## config.mk

```make
export PLATFORM = sky130hd
export DESIGN_NAME = lact_ctrl
export DESIGN_NICKNAME = d
export VERILOG_FILES = /design/src/rtl/core/lact_pkg.sv /design/src/rtl/core/lact_ctrl.sv
export SDC_FILE = /design/constraint.sdc
export NUM_CORES = 1
export LEC_CHECK = 0
export BUFFER_PORTS_ARGS = -buffer_cell sky130_fd_sc_hd__buf_2
export CAP_MARGIN = 20
export CORE_AREA = 3 3 40 42
export DETAILED_ROUTE_END_ITERATION = 6
export DIE_AREA = 0 0 43 45
export MAX_ROUTING_LAYER = met4
export PLACE_DENSITY = 0.58
export RECOVER_POWER = 100
export SYNTH_ARGS = -nofsm -noshare
export SYNTH_HDL_FRONTEND = slang
export SYNTH_SLANG_ARGS = --single-unit
```

## constraint.sdc

```tcl
create_clock -name clk -period 1.7 [get_ports clk]
set_input_delay 0.255 -clock clk [delete_from_list [all_inputs] [get_ports clk]]
set_output_delay 0.255 -clock clk [all_outputs]
set_load 0.01 [all_outputs]
```

## src/rtl/core/lact_pkg.sv

```systemverilog
`timescale 1ns / 1ps
package lact_pkg;

  localparam int TABLE_ENTRIES_DEF = 1024;
  localparam int TIME_BITS_DEF     = 32;
  localparam int MIN_W             = 11;
  localparam int AGE_W             = 32;
  localparam int IDX_W             = 10;
  localparam int REQ_TIME_W        = 32;
  localparam int CNT_OUT_W         = 11;
  localparam int OLD_OUT_W         = 32;
  localparam int IN_DATA_W         = 48;
  localparam int OUT_DATA_W        = 56;
  localparam int CFG_ADDR_W        = 1;
  localparam int CFG_DATA_W        = 32;

  localparam logic [CFG_ADDR_W-1:0] REG_MIN_ENTRIES = 1'd0;
  localparam logic [CFG_ADDR_W-1:0] REG_MAX_AGE     = 1'd1;

  localparam logic [MIN_W-1:0] MIN_ENTRIES_RST = 11'd0;
  localparam logic [AGE_W-1:0] MAX_AGE_RST     = 32'd60;

  typedef enum logic [3:0] {
    ST_CLEAR,
    ST_IDLE,
    ST_LOOK,
    ST_PUSH1,
    ST_PUSH2,
    ST_EVCHK,
    ST_EVCMP,
    ST_EVRD,
    ST_FIN
  } lact_state_t;

  typedef enum logic [3:0] {
    OP_NONE,
    OP_CLEAR,
    OP_ACCEPT,
    OP_LOOK,
    OP_PUSH1,
    OP_PUSH2,
    OP_EVCHK,
    OP_EVRD,
    OP_EVCMP,
    OP_LOAD
  } lact_op_t;

  typedef struct packed {
    lact_op_t op;
  } lact_cmd_t;

  typedef struct packed {
    logic clr_last;
    logic was_active;
    logic at_head;
    logic evict_now;
    logic tail_null;
    logic out_full;
  } lact_stat_t;

endpackage

```

## src/rtl/core/lact_ctrl.sv

```systemverilog
`timescale 1ns / 1ps
module lact_ctrl
  import lact_pkg::*;
(
  input  logic       clk,
  input  logic       rst_n,
  input  logic       in_tvalid,
  output logic       in_tready,
  input  lact_stat_t stat,
  output lact_cmd_t  cmd
);

  lact_state_t state_r, state_nxt;

  always_ff @(posedge clk) begin
    if (!rst_n) begin
      state_r <= ST_CLEAR;
    end else begin
      state_r <= state_nxt;
    end
  end

  always_comb begin
    state_nxt = state_r;
    cmd.op    = OP_NONE;
    in_tready = 1'b0;
    case (state_r)
      ST_CLEAR: begin
        cmd.op = OP_CLEAR;
        if (stat.clr_last) state_nxt = ST_IDLE;
      end
      ST_IDLE: begin
        in_tready = 1'b1;
        if (in_tvalid) begin
          cmd.op    = OP_ACCEPT;
          state_nxt = ST_LOOK;
        end
      end
      ST_LOOK: begin
        cmd.op = OP_LOOK;
        if (!stat.was_active || !stat.at_head) state_nxt = ST_PUSH1;
        else state_nxt = ST_EVCHK;
      end
      ST_PUSH1: begin
        cmd.op    = OP_PUSH1;
        state_nxt = ST_PUSH2;
      end
      ST_PUSH2: begin
        cmd.op    = OP_PUSH2;
        state_nxt = ST_EVCHK;
      end
      ST_EVCHK: begin
        cmd.op    = OP_EVCHK;
        state_nxt = ST_EVCMP;
      end
      ST_EVCMP: begin
        cmd.op = OP_EVCMP;
        if (stat.evict_now) state_nxt = ST_EVRD;
        else state_nxt = ST_FIN;
      end
      ST_EVRD: begin
        if (stat.tail_null) begin
          state_nxt = ST_FIN;
        end else begin
          cmd.op    = OP_EVRD;
          state_nxt = ST_EVCMP;
        end
      end
      ST_FIN: begin
        if (!stat.out_full) begin
          cmd.op    = OP_LOAD;
          state_nxt = ST_IDLE;
        end
      end
      default: state_nxt = ST_CLEAR;
    endcase
  end

endmodule

```

After elaboration in Yosys (flattened, before gate mapping). Cells that the tools add are included.

Register bits after elaboration: 4. Input bits: 9. Output and inout bits: 5. Logic and storage cells: 29.

Eq/ne operators: 11. Multiplexer cells: 12. Reduce and logical (&&, ||, !) cells: 5.

Operators by type and width (number): case mux 4 bit (9 select lines) (2); 2-to-1 mux 4 bit (6); == test 4 x 3 -> 1 bit (second input constant) (4); == test 4 x 2 -> 1 bit (second input constant) (2); 2-to-1 mux 3 bit (2); != test 2 bit (second input constant) (3); == test 4 x 1 -> 1 bit (second input constant) (1); == test 4 bit (second input constant) (1); zero test 4 bit (1); AND reduction 3 bit (1); zero test 1 bit (2); 2-to-1 mux 2 bit (1); logical OR 1 bit (1); 2-to-1 mux 1 bit (1).

Logic depth before layout (Yosys ltp). Gate-level depths: netlist of the first run.

Depth in word-level cells: 4. Depth in mapped cells: 4. Depth with buffers taken out: 3.

Worst setup path after synthesis of the first run. OpenSTA, ideal clock, no wires.

Path kind: flip-flop to output port. From: reg state_r[1]. To: out cmd[1] (netlist name). Arrival time: 0.964 ns. Setup slack: 0.481 ns. Cell stages (with the launch flop): 5. Buffers on the path: 1. Path through: dfxtp_1 -> buf_6 -> o21ba_2 -> o21ai_0 -> a21oi_1.

RTL lines: from (decl) (RTL line lact_ctrl.sv:13) `lact_state_t state_r, state_nxt;`; from (signal assigned) (RTL line lact_ctrl.sv:19) `state_r <= state_nxt;`; to (decl) (RTL line lact_ctrl.sv:10) `output lact_cmd_t cmd`.

==> impl_metrics.prom, run 1 <==
# TYPE chip_impl_metric gauge
chip_impl_metric{name="max_stage_delay",unit="ns"} 0.56
chip_impl_metric{name="final-hold-violation-count",unit=""} 0
chip_impl_metric{name="power",unit="uW"} 416
chip_impl_metric{name="final-setup-viol-count",unit=""} 0
chip_impl_metric{name="critPathRequiredTime",unit="ns"} 1.44
chip_impl_metric{name="initial_core_util",unit="%"} 32.5
chip_impl_metric{name="routedWlPerCell",unit="um"} 12.6
chip_impl_metric{name="drcViolationCount",unit=""} 0
chip_impl_metric{name="synth_compound_gate_area_share",unit="%"} 35.0
chip_impl_info{name="top_register",value="state_r"} 1
chip_impl_metric{name="hold-path-cell-count",unit=""} 2
chip_impl_metric{name="worst-r2r-setup-slack",unit="ns"} 0.38
chip_impl_info{name="reg2reg_to",value="state_r[2]"} 1
chip_impl_metric{name="cts.sinks",unit=""} 4
chip_impl_metric{name="diodes",unit=""} 0
chip_impl_info{name="worst_path_max_delay_cell",value="sky130_fd_sc_hd__dfxtp_1"} 1
chip_impl_metric{name="largest_register_ffs",unit=""} 4
chip_impl_metric{name="portBuffers",unit=""} 13
chip_impl_info{name="outcome",value="complete, no violations"} 1
chip_impl_metric{name="io-pin-count",unit=""} 14
chip_impl_metric{name="share_of_flip_flops_with_an_asynchronous_set_or_reset_after_synthesis",unit="%"} 0
chip_impl_info{name="crit_end",value="cmd[0]"} 1
chip_impl_metric{name="postSynthCellCount",unit=""} 48
chip_impl_metric{name="yosysSeqAreaShare",unit="%"} 19.2
chip_impl_metric{name="routed_wirelength",unit="um"} 973
chip_impl_metric{name="met2_usage",unit="%"} 16.2
chip_impl_info{name="critical_path.reg2reg.startpoint",value="state_r[1]"} 1
chip_impl_metric{name="seq_power_share",unit="%"} 32.6
chip_impl_metric{name="worst-r2r-cell-count",unit=""} 4
chip_impl_metric{name="critical_path_peak_fanout",unit=""} 12
chip_impl_metric{name="synth_enable_flop_cells",unit=""} 0
chip_impl_metric{name="comb_power_share",unit="%"} 38.9
chip_impl_metric{name="antenna_found_initial",unit=""} 0
chip_impl_metric{name="post_route_cells_drive_above_1_share",unit="%"} 37.1
chip_impl_metric{name="postCtsSetupBuffers",unit=""} 0
chip_impl_metric{name="tightest_slew",unit="ns"} 0.474
chip_impl_metric{name="area.growth.synth_to_final",unit="%"} 18.6
chip_impl_metric{name="report.final.slew_viol_count",unit=""} 0
chip_impl_metric{name="vdd.ir_drop.worst",unit="uV"} 407
chip_impl_info{name="worstSetupEndpointType",value="output pin"} 1
chip_impl_info{name="dominant_combinational_cell_family_by_area_after_synthesis",value="compound AO/OA/AOI/OAI gates"} 1
chip_impl_metric{name="grt_first_pass_wirelength",unit="um"} 1570
chip_impl_metric{name="ant_nets",unit=""} 0
chip_impl_info{name="cts_tree",value="built"} 1
chip_impl_metric{name="total_overflow_reported_by_the_global_router",unit=""} 0
chip_impl_info{name="critPathLaunch",value="state_r[3]"} 1
chip_impl_info{name="min_delay_path_class",value="in2reg"} 1
chip_impl_info{name="grt_most_used_layer",value="met2"} 1
chip_impl_metric{name="setup_total_negative_slack",unit="ns"} 0
chip_impl_metric{name="post_synthesis_area_per_instance",unit="sq um"} 8.71
chip_impl_metric{name="post-route-min-period",unit="ns"} 1.59
chip_impl_metric{name="timing.clock.skew",unit="ns"} 0.00623
chip_impl_metric{name="globalRouteMet3Util",unit="%"} 5.18
chip_impl_metric{name="fp.dieH",unit="um"} 45
chip_impl_metric{name="ctsLongestPathBuffers",unit=""} 2
chip_impl_metric{name="synthesis.nets",unit=""} 57
chip_impl_info{name="regs_by_ff_count",value="state_r x4"} 1
chip_impl_metric{name="grt.total_usage",unit="%"} 11.1
chip_impl_metric{name="slew_headroom",unit="%"} 67.6
chip_impl_metric{name="htreeDepth",unit=""} 1
chip_impl_info{name="grt_setup_unrepaired",value="no"} 1
chip_impl_metric{name="grt_pass1_vias",unit=""} 368
chip_impl_metric{name="synthesis.area",unit="sq um"} 418
chip_impl_metric{name="synth_seq_cells",unit=""} 4
chip_impl_metric{name="finish.net_count",unit=""} 73
chip_impl_metric{name="post_synth_fa_ha_maj_area_fraction",unit="%"} 0
chip_impl_metric{name="synth_mux_area_share",unit="%"} 2.40
chip_impl_metric{name="cp_data_arrival_time",unit="ns"} 1.34
chip_impl_metric{name="gp_routability_congestion",unit=""} 0.777
chip_impl_metric{name="via_count",unit=""} 421
chip_impl_metric{name="internal_power",unit="uW"} 269
chip_impl_metric{name="post-route-period-util",unit="%"} 93.5
chip_impl_metric{name="power_density_normalized_to_cell_area",unit="nW/um^2"} 839
chip_impl_info{name="timing.setup.critical_path_class",value="reg2out"} 1
chip_impl_metric{name="synthesis.yosys.warnings",unit=""} 0
chip_impl_metric{name="cts.clk_slew.worst_paths",unit="ns"} 0.04
chip_impl_metric{name="detail_route.first_pass.iterations",unit=""} 4
chip_impl_metric{name="power.switching",unit="uW"} 147
chip_impl_metric{name="drt-vias-per-instance",unit=""} 5.47
chip_impl_metric{name="achievable-frequency",unit="MHz"} 629
chip_impl_metric{name="max_cap_viol_count",unit=""} 0
chip_impl_metric{name="floorplan.die_area",unit="sq um"} 1940
chip_impl_metric{name="insertion_delay",unit="ns"} 0.24
chip_impl_metric{name="drt_iter0_drc",unit=""} 4
chip_impl_metric{name="cts_inserted_buffers",unit=""} 3
chip_impl_metric{name="clkPwrFrac",unit="%"} 28.5
chip_impl_metric{name="global_route.usage.met1",unit="%"} 13.7
chip_impl_metric{name="core-area",unit="sq um"} 1280
chip_impl_metric{name="std_cell_rows",unit=""} 13
chip_impl_info{name="clockRootBuffer",value="sky130_fd_sc_hd__clkbuf_4"} 1
chip_impl_metric{name="power_switching_share",unit="%"} 35.4
chip_impl_metric{name="dp_hpwl",unit="um"} 711
chip_impl_metric{name="die_width",unit="um"} 43
chip_impl_metric{name="yosys.cell_types.count",unit=""} 30
chip_impl_metric{name="post_synth_and_or_nand_nor_area_fraction",unit="%"} 32.6
chip_impl_info{name="synth_ff_type",value="sky130_fd_sc_hd__dfxtp_1"} 1
chip_impl_info{name="critical_path.startpoint_type",value="flop"} 1
chip_impl_metric{name="post_synth_xor_area_fraction",unit="%"} 0
chip_impl_metric{name="p_leak",unit="nW"} 0.190
chip_impl_info{name="critical_path.cell_chain",value="o21a_1 -> o22a_1 -> o22ai_1 -> clkbuf_2"} 1
chip_impl_metric{name="grt_max_degree",unit=""} 15
worst max-delay path: cells and delay by family, from the launching register on:
| kind | cells | cell delay [ns] |
|---|---|---|
| compound gates | 3 | 0.42 |
| buf+inv | 1 | 0.13 |
| flops | 1 | 0.56 |
repair_timing:
| action | CTS | global route |
|---|---|---|
| hold buffers | 0 | 0 |
| gates resized for setup | 0 | 3 |
| setup endpoints to repair | 0 | 4 |
logic make-up (layout without fill, tap and decap cells):
group | count (synthesis) | count (layout)
flip-flops | 4 | 4
buffers and inverters | 6 | 20
multiplexers | 1 | 1
AO/OA/AOI/OAI | 17 | 17
AND/OR/NAND/NOR | 20 | 20
layout by cell type (no fill, tap or decap), drive strengths merged, types with 2 or more instances in the layout:
cell / count
clkbuf: 8
nor2: 2
a21oi: 2
a21bo: 2
nand3b: 5
nor2b: 2
nand2b: 3
dfxtp: 4
inv: 2
o21ai: 2
buf: 10
nand2: 3
o21a: 2
nor4b: 2
how the worst min path moves through the flow:
stage | startpoint | end
CTS | rst_n | state_r[2]
global route | rst_n | state_r[2]
floorplan | rst_n | state_r[2]
finish | rst_n | state_r[2]
detailed placement | rst_n | state_r[2]
global placement | rst_n | state_r[2]
synthesized netlist by cell type (all sizes together), types with 2 or more instances:
| library cell | n | share of area [%] |
|---|---|---|
| nand3b | 5 | 9.0 |
| buf | 4 | 9.0 |
| dfxtp | 4 | 19 |
| nand2 | 3 | 3.3 |
| nand2b | 3 | 4.5 |
| a21bo | 2 | 4.8 |
| a21oi | 2 | 2.4 |
| inv | 2 | 1.8 |
| nor2 | 2 | 1.8 |
| nor2b | 2 | 3.0 |
| nor4b | 2 | 5.7 |
| o21a | 2 | 3.6 |
| o21ai | 2 | 2.4 |
power groups by stage:
| stage | combinational [mW] | sequential, mW | clock, mW |
|---|---|---|---|
| 2_1_floorplan | 0.142 | 0.116 | 0 |
| 3_3_place_gp | 0.168 | 0.135 | 0 |
| 3_5_place_dp | 0.166 | 0.134 | 0 |
| 4_1_cts | 0.168 | 0.133 | 0.121 |
| 5_1_grt | 0.181 | 0.140 | 0.129 |
| 6_report | 0.162 | 0.136 | 0.119 |
per-layer routing:
| metal | vias up | share of wire [%] |
|---|---|---|
| met2 | 14 | 45 |
| met4 | 0 | 0 |
| li1 | 211 | - |
| met1 | 196 | 48 |
| met5 | - | 0 |
| met3 | 0 | 6.6 |
area by class of cell:
class                      count  area [sq um]
multi-input combinational     38           289
sequential                     4          82.6
inverter                       2          7.51
fill                         139           790
clock buffer                   3          22.5
tap                           15          18.8
timing repair buffer          15          75.1
stage by stage:
stage                     hold slack, ns  worst slack, ns  util [%]  cell area (sq um)  instances
after detailed placement           0.538            0.296      37.3                479         74
after CTS                          0.291           0.0384      39.0                502         77
after floorplan                    0.373            0.481         -                418         48
after global placement             0.556            0.302      37.3                479         74
after global routing               0.293           0.0353      38.6                495         77
final                              0.291            0.110      38.6                495         77
Note: power is estimated with default switching activity, not from simulation.
==> run 2: changes to the inputs <==
--- a/config.mk
+++ b/config.mk
@@ -5,13 +5,14 @@
 export SDC_FILE = /design/constraint.sdc
 export NUM_CORES = 1
 export LEC_CHECK = 0
+export ABC_AREA = 1
 export BUFFER_PORTS_ARGS = -buffer_cell sky130_fd_sc_hd__buf_2
 export CAP_MARGIN = 20
 export CORE_AREA = 3 3 40 42
 export DETAILED_ROUTE_END_ITERATION = 6
 export DIE_AREA = 0 0 43 45
 export MAX_ROUTING_LAYER = met4
-export PLACE_DENSITY = 0.58
+export PLACE_DENSITY = 0.51
 export RECOVER_POWER = 100
 export SYNTH_ARGS = -nofsm -noshare
 export SYNTH_HDL_FRONTEND = slang
==> impl_metrics.prom, run 2 <==
# TYPE chip_impl_metric gauge
chip_impl_info{name="outcome",value="complete, no violations"} 1
chip_impl_metric{name="max_stage_delay",unit="ns"} 0.43
chip_impl_metric{name="tightest_slew",unit="ns"} 0.276
chip_impl_info{name="critical_path.cell_chain",value="inv_2 -> o211ai_1 -> o221ai_1 -> buf_2"} 1
chip_impl_info{name="cts_tree",value="built"} 1
chip_impl_metric{name="grt_pass1_vias",unit=""} 370
chip_impl_metric{name="initial_core_util",unit="%"} 26.0
chip_impl_metric{name="final-setup-viol-count",unit=""} 0
chip_impl_metric{name="post_synthesis_area_per_instance",unit="sq um"} 5.57
chip_impl_info{name="layout_common_cells",value="14 x sky130_fd_sc_hd__nand2_1, 12 x sky130_fd_sc_hd__nor2_1, 11 x sky130_fd_sc_hd__inv_1, 10 x sky130_fd_sc_hd__buf_2, 6 x sky130_fd_sc_hd__nand3_1"} 1
chip_impl_info{name="most_numerous_cell_in_the_yosys_netlist",value="sky130_fd_sc_hd__nand2_1"} 1
chip_impl_metric{name="setup_total_negative_slack",unit="ns"} 0
chip_impl_metric{name="post-route-period-util",unit="%"} 94.2
chip_impl_metric{name="std_cell_rows",unit=""} 13
chip_impl_info{name="worstSetupEndpointType",value="output pin"} 1
chip_impl_metric{name="post_layout_nonfiller_instances",unit=""} 91
chip_impl_info{name="clockRootBuffer",value="sky130_fd_sc_hd__clkbuf_4"} 1
chip_impl_info{name="timing.setup.critical_path_class",value="reg2out"} 1
chip_impl_metric{name="core-area",unit="sq um"} 1280
chip_impl_metric{name="synth.top_cell.area_share",unit="%"} 24.0
chip_impl_metric{name="report.final.slew_viol_count",unit=""} 0
chip_impl_info{name="top_register",value="state_r"} 1
chip_impl_metric{name="fp.dieH",unit="um"} 45
chip_impl_info{name="final_common_cell",value="sky130_fd_sc_hd__nand2_1"} 1
chip_impl_metric{name="cts_inserted_buffers",unit=""} 3
chip_impl_info{name="critical_path.startpoint_type",value="flop"} 1
chip_impl_metric{name="cts.sinks",unit=""} 4
chip_impl_metric{name="placed_cell_area",unit="sq um"} 418
chip_impl_info{name="grt_setup_unrepaired",value="no"} 1
chip_impl_metric{name="drt-vias-per-instance",unit=""} 4.65
chip_impl_metric{name="p_leak",unit="nW"} 0.252
chip_impl_metric{name="postSynthCellCount",unit=""} 60
chip_impl_metric{name="antenna_found_initial",unit=""} 0
chip_impl_metric{name="critical_path_peak_fanout",unit=""} 7
chip_impl_metric{name="gp_routability_congestion",unit=""} 0.775
chip_impl_metric{name="insertion_delay",unit="ns"} 0.24
chip_impl_metric{name="layout_setup_ws",unit="ns"} 0.0994
chip_impl_metric{name="synth_seq_cells",unit=""} 4
chip_impl_metric{name="detail_route.first_pass.iterations",unit=""} 4
chip_impl_metric{name="largest_register_ffs",unit=""} 4
chip_impl_metric{name="drt_iter0_drc",unit=""} 16
chip_impl_metric{name="finish.net_count",unit=""} 87
chip_impl_metric{name="slew_headroom",unit="%"} 81.5
chip_impl_metric{name="area.growth.synth_to_final",unit="%"} 31.5
chip_impl_metric{name="synth_enable_flop_cells",unit=""} 0
chip_impl_metric{name="via_count",unit=""} 423
chip_impl_metric{name="drcViolationCount",unit=""} 0
chip_impl_metric{name="hold_ws",unit="ns"} 0.269
chip_impl_metric{name="total_overflow_reported_by_the_global_router",unit=""} 0
chip_impl_metric{name="synthesis.nets",unit=""} 69
chip_impl_metric{name="hold_buffers",unit=""} 0
chip_impl_metric{name="final-hold-violation-count",unit=""} 0
chip_impl_metric{name="portBuffers",unit=""} 13
chip_impl_metric{name="grt.total_usage",unit="%"} 9.78
chip_impl_metric{name="max_cap_viol_count",unit=""} 0
chip_impl_info{name="worst_hold_startpoint",value="rst_n"} 1
chip_impl_metric{name="cts.clk_slew.worst_paths",unit="ns"} 0.04
chip_impl_metric{name="critical_path.n_buffers_inverters",unit=""} 2
chip_impl_info{name="regs_by_ff_count",value="state_r x4"} 1
chip_impl_metric{name="cp_data_arrival_time",unit="ns"} 1.35
chip_impl_metric{name="die_width",unit="um"} 43
chip_impl_info{name="cell_family_with_the_largest_share_of_critical_path_delay",value="compound AO/OA/AOI/OAI gates"} 1
chip_impl_metric{name="dp_hpwl",unit="um"} 773
chip_impl_metric{name="yosys.cell_types.count",unit=""} 14
chip_impl_metric{name="yosysSeqAreaShare",unit="%"} 24.0
chip_impl_metric{name="share_of_flip_flops_with_an_asynchronous_set_or_reset_after_synthesis",unit="%"} 0
chip_impl_metric{name="layout.cell_area.non_filler",unit="sq um"} 439
chip_impl_metric{name="critPathRequiredTime",unit="ns"} 1.44
chip_impl_info{name="yosysTopAreaCell",value="sky130_fd_sc_hd__dfxtp_1"} 1
chip_impl_metric{name="vdd.ir_drop.worst",unit="uV"} 592
chip_impl_info{name="synth_ff_type",value="sky130_fd_sc_hd__dfxtp_1"} 1
chip_impl_metric{name="achievable-frequency",unit="MHz"} 625
chip_impl_info{name="synth_top_cells_by_count",value="14 x sky130_fd_sc_hd__nand2_1, 12 x sky130_fd_sc_hd__nor2_1, 11 x sky130_fd_sc_hd__inv_1"} 1
chip_impl_metric{name="final_core_util",unit="%"} 34.2
chip_impl_metric{name="post-place-ws",unit="ns"} 0.330
chip_impl_metric{name="ctsLongestPathBuffers",unit=""} 2
chip_impl_metric{name="floorplan.die_area",unit="sq um"} 1940
chip_impl_metric{name="power_density_normalized_to_cell_area",unit="nW/um^2"} 1400
chip_impl_metric{name="ant_nets",unit=""} 0
chip_impl_info{name="worst_path_max_delay_cell",value="sky130_fd_sc_hd__dfxtp_1"} 1
chip_impl_metric{name="diodes",unit=""} 0
chip_impl_info{name="min_delay_path_class",value="in2reg"} 1
chip_impl_metric{name="synthesis.area",unit="sq um"} 334
chip_impl_metric{name="timing.clock.skew",unit="ns"} 0.00479
chip_impl_metric{name="grt_first_pass_wirelength",unit="um"} 1390
chip_impl_metric{name="htreeDepth",unit=""} 1
chip_impl_info{name="critPathLaunch",value="state_r[1]"} 1
chip_impl_metric{name="routed_wirelength",unit="um"} 921
chip_impl_metric{name="numPlacedInstances",unit=""} 88
chip_impl_metric{name="post-route-min-period",unit="ns"} 1.60
chip_impl_info{name="post_synth_main_area_contributors",value="sky130_fd_sc_hd__dfxtp_1 24%, sky130_fd_sc_hd__nand2_1 16%, sky130_fd_sc_hd__nor2_1 13%, sky130_fd_sc_hd__inv_1 12%, sky130_fd_sc_hd__nand3_1 9.0%"} 1
chip_impl_metric{name="post_route_cells_drive_above_1_share",unit="%"} 21.1
chip_impl_metric{name="grt_max_degree",unit=""} 8
chip_impl_metric{name="routedWlPerCell",unit="um"} 10.1
chip_impl_metric{name="power",unit="uW"} 615
chip_impl_metric{name="synthesis.yosys.warnings",unit=""} 0
chip_impl_info{name="critical_path.reg2reg.startpoint",value="state_r[1]"} 1
chip_impl_metric{name="io-pin-count",unit=""} 14
run 2: cell count changes after synthesis, sizes merged, moves of 2 or more:
cell and change:
nand2 +11, inv +10, nor2 +10, nand3 +6, buf -4, nand2b -3, nand3b -3, nand4 +3
a21bo -2, nor2b -2, nor4b -2, o21a -2
run 2: what timing repair did:
item,4_1_cts,5_1_grt
gates resized for setup,0,1
endpoints found under the setup margin,0,2
buffers inserted,0,0
run 2: cell families (layout without fill, tap and decap cells):
kind of cell | after synthesis | count (layout) | share of synthesized area (%)
buffers and inverters | 12 | 28 | 13.5
flip-flops | 4 | 4 | 24.0
AND/OR/NAND/NOR | 37 | 37 | 48.3
AO/OA/AOI/OAI | 7 | 7 | 14.2
run 2: layout make-up:
| type | count | area (sq um) |
|---|---|---|
| Clock buffer | 3 | 22.5 |
| Tap cell | 15 | 18.8 |
| Sequential cell | 4 | 81.3 |
| Fill cell | 148 | 846 |
| Multi-Input combinational cell | 44 | 209 |
| Timing Repair Buffer | 13 | 62.6 |
| Inverter | 12 | 45.0 |
run 2: path summary, 6_finish.rpt:
path	end	slack, ns	depth (start not counted)
worst max-delay path	cmd[1]	0.1	4
worst max register to register	state_r[2]	0.48	5
worst min register to register	state_r[0]	0.66	3
worst min-delay path	state_r[3]	0.27	3
run 2: metal layers:
| metal | wire length (um) | GRT usage [%] | up-vias |
|---|---|---|---|
| li1 | - | - | 231 |
| met1 | 432 | 12.8 | 177 |
| met2 | 412 | 14.4 | 13 |
| met3 | 62 | 1.59 | 2 |
| met4 | 14 | 5.42 | 0 |
| met5 | 0 | - | - |
run 2: where the power goes:
group / total, mW / internal (mW) / switching, mW / leakage [nW]
Sequential: 0.156 / 0.121 / 0.0350 / 0.0329
Combinational: 0.343 / 0.128 / 0.214 / 0.205
Clock: 0.117 / 0.0789 / 0.0381 / 0.0138
run 2: worst register-to-register path: cells and delay by family (launching register included):
kind	cells	cell delay, ns
flops	1	0.43
simple gates	3	0.34
compound gates	1	0.28
buf+inv	1	0.07
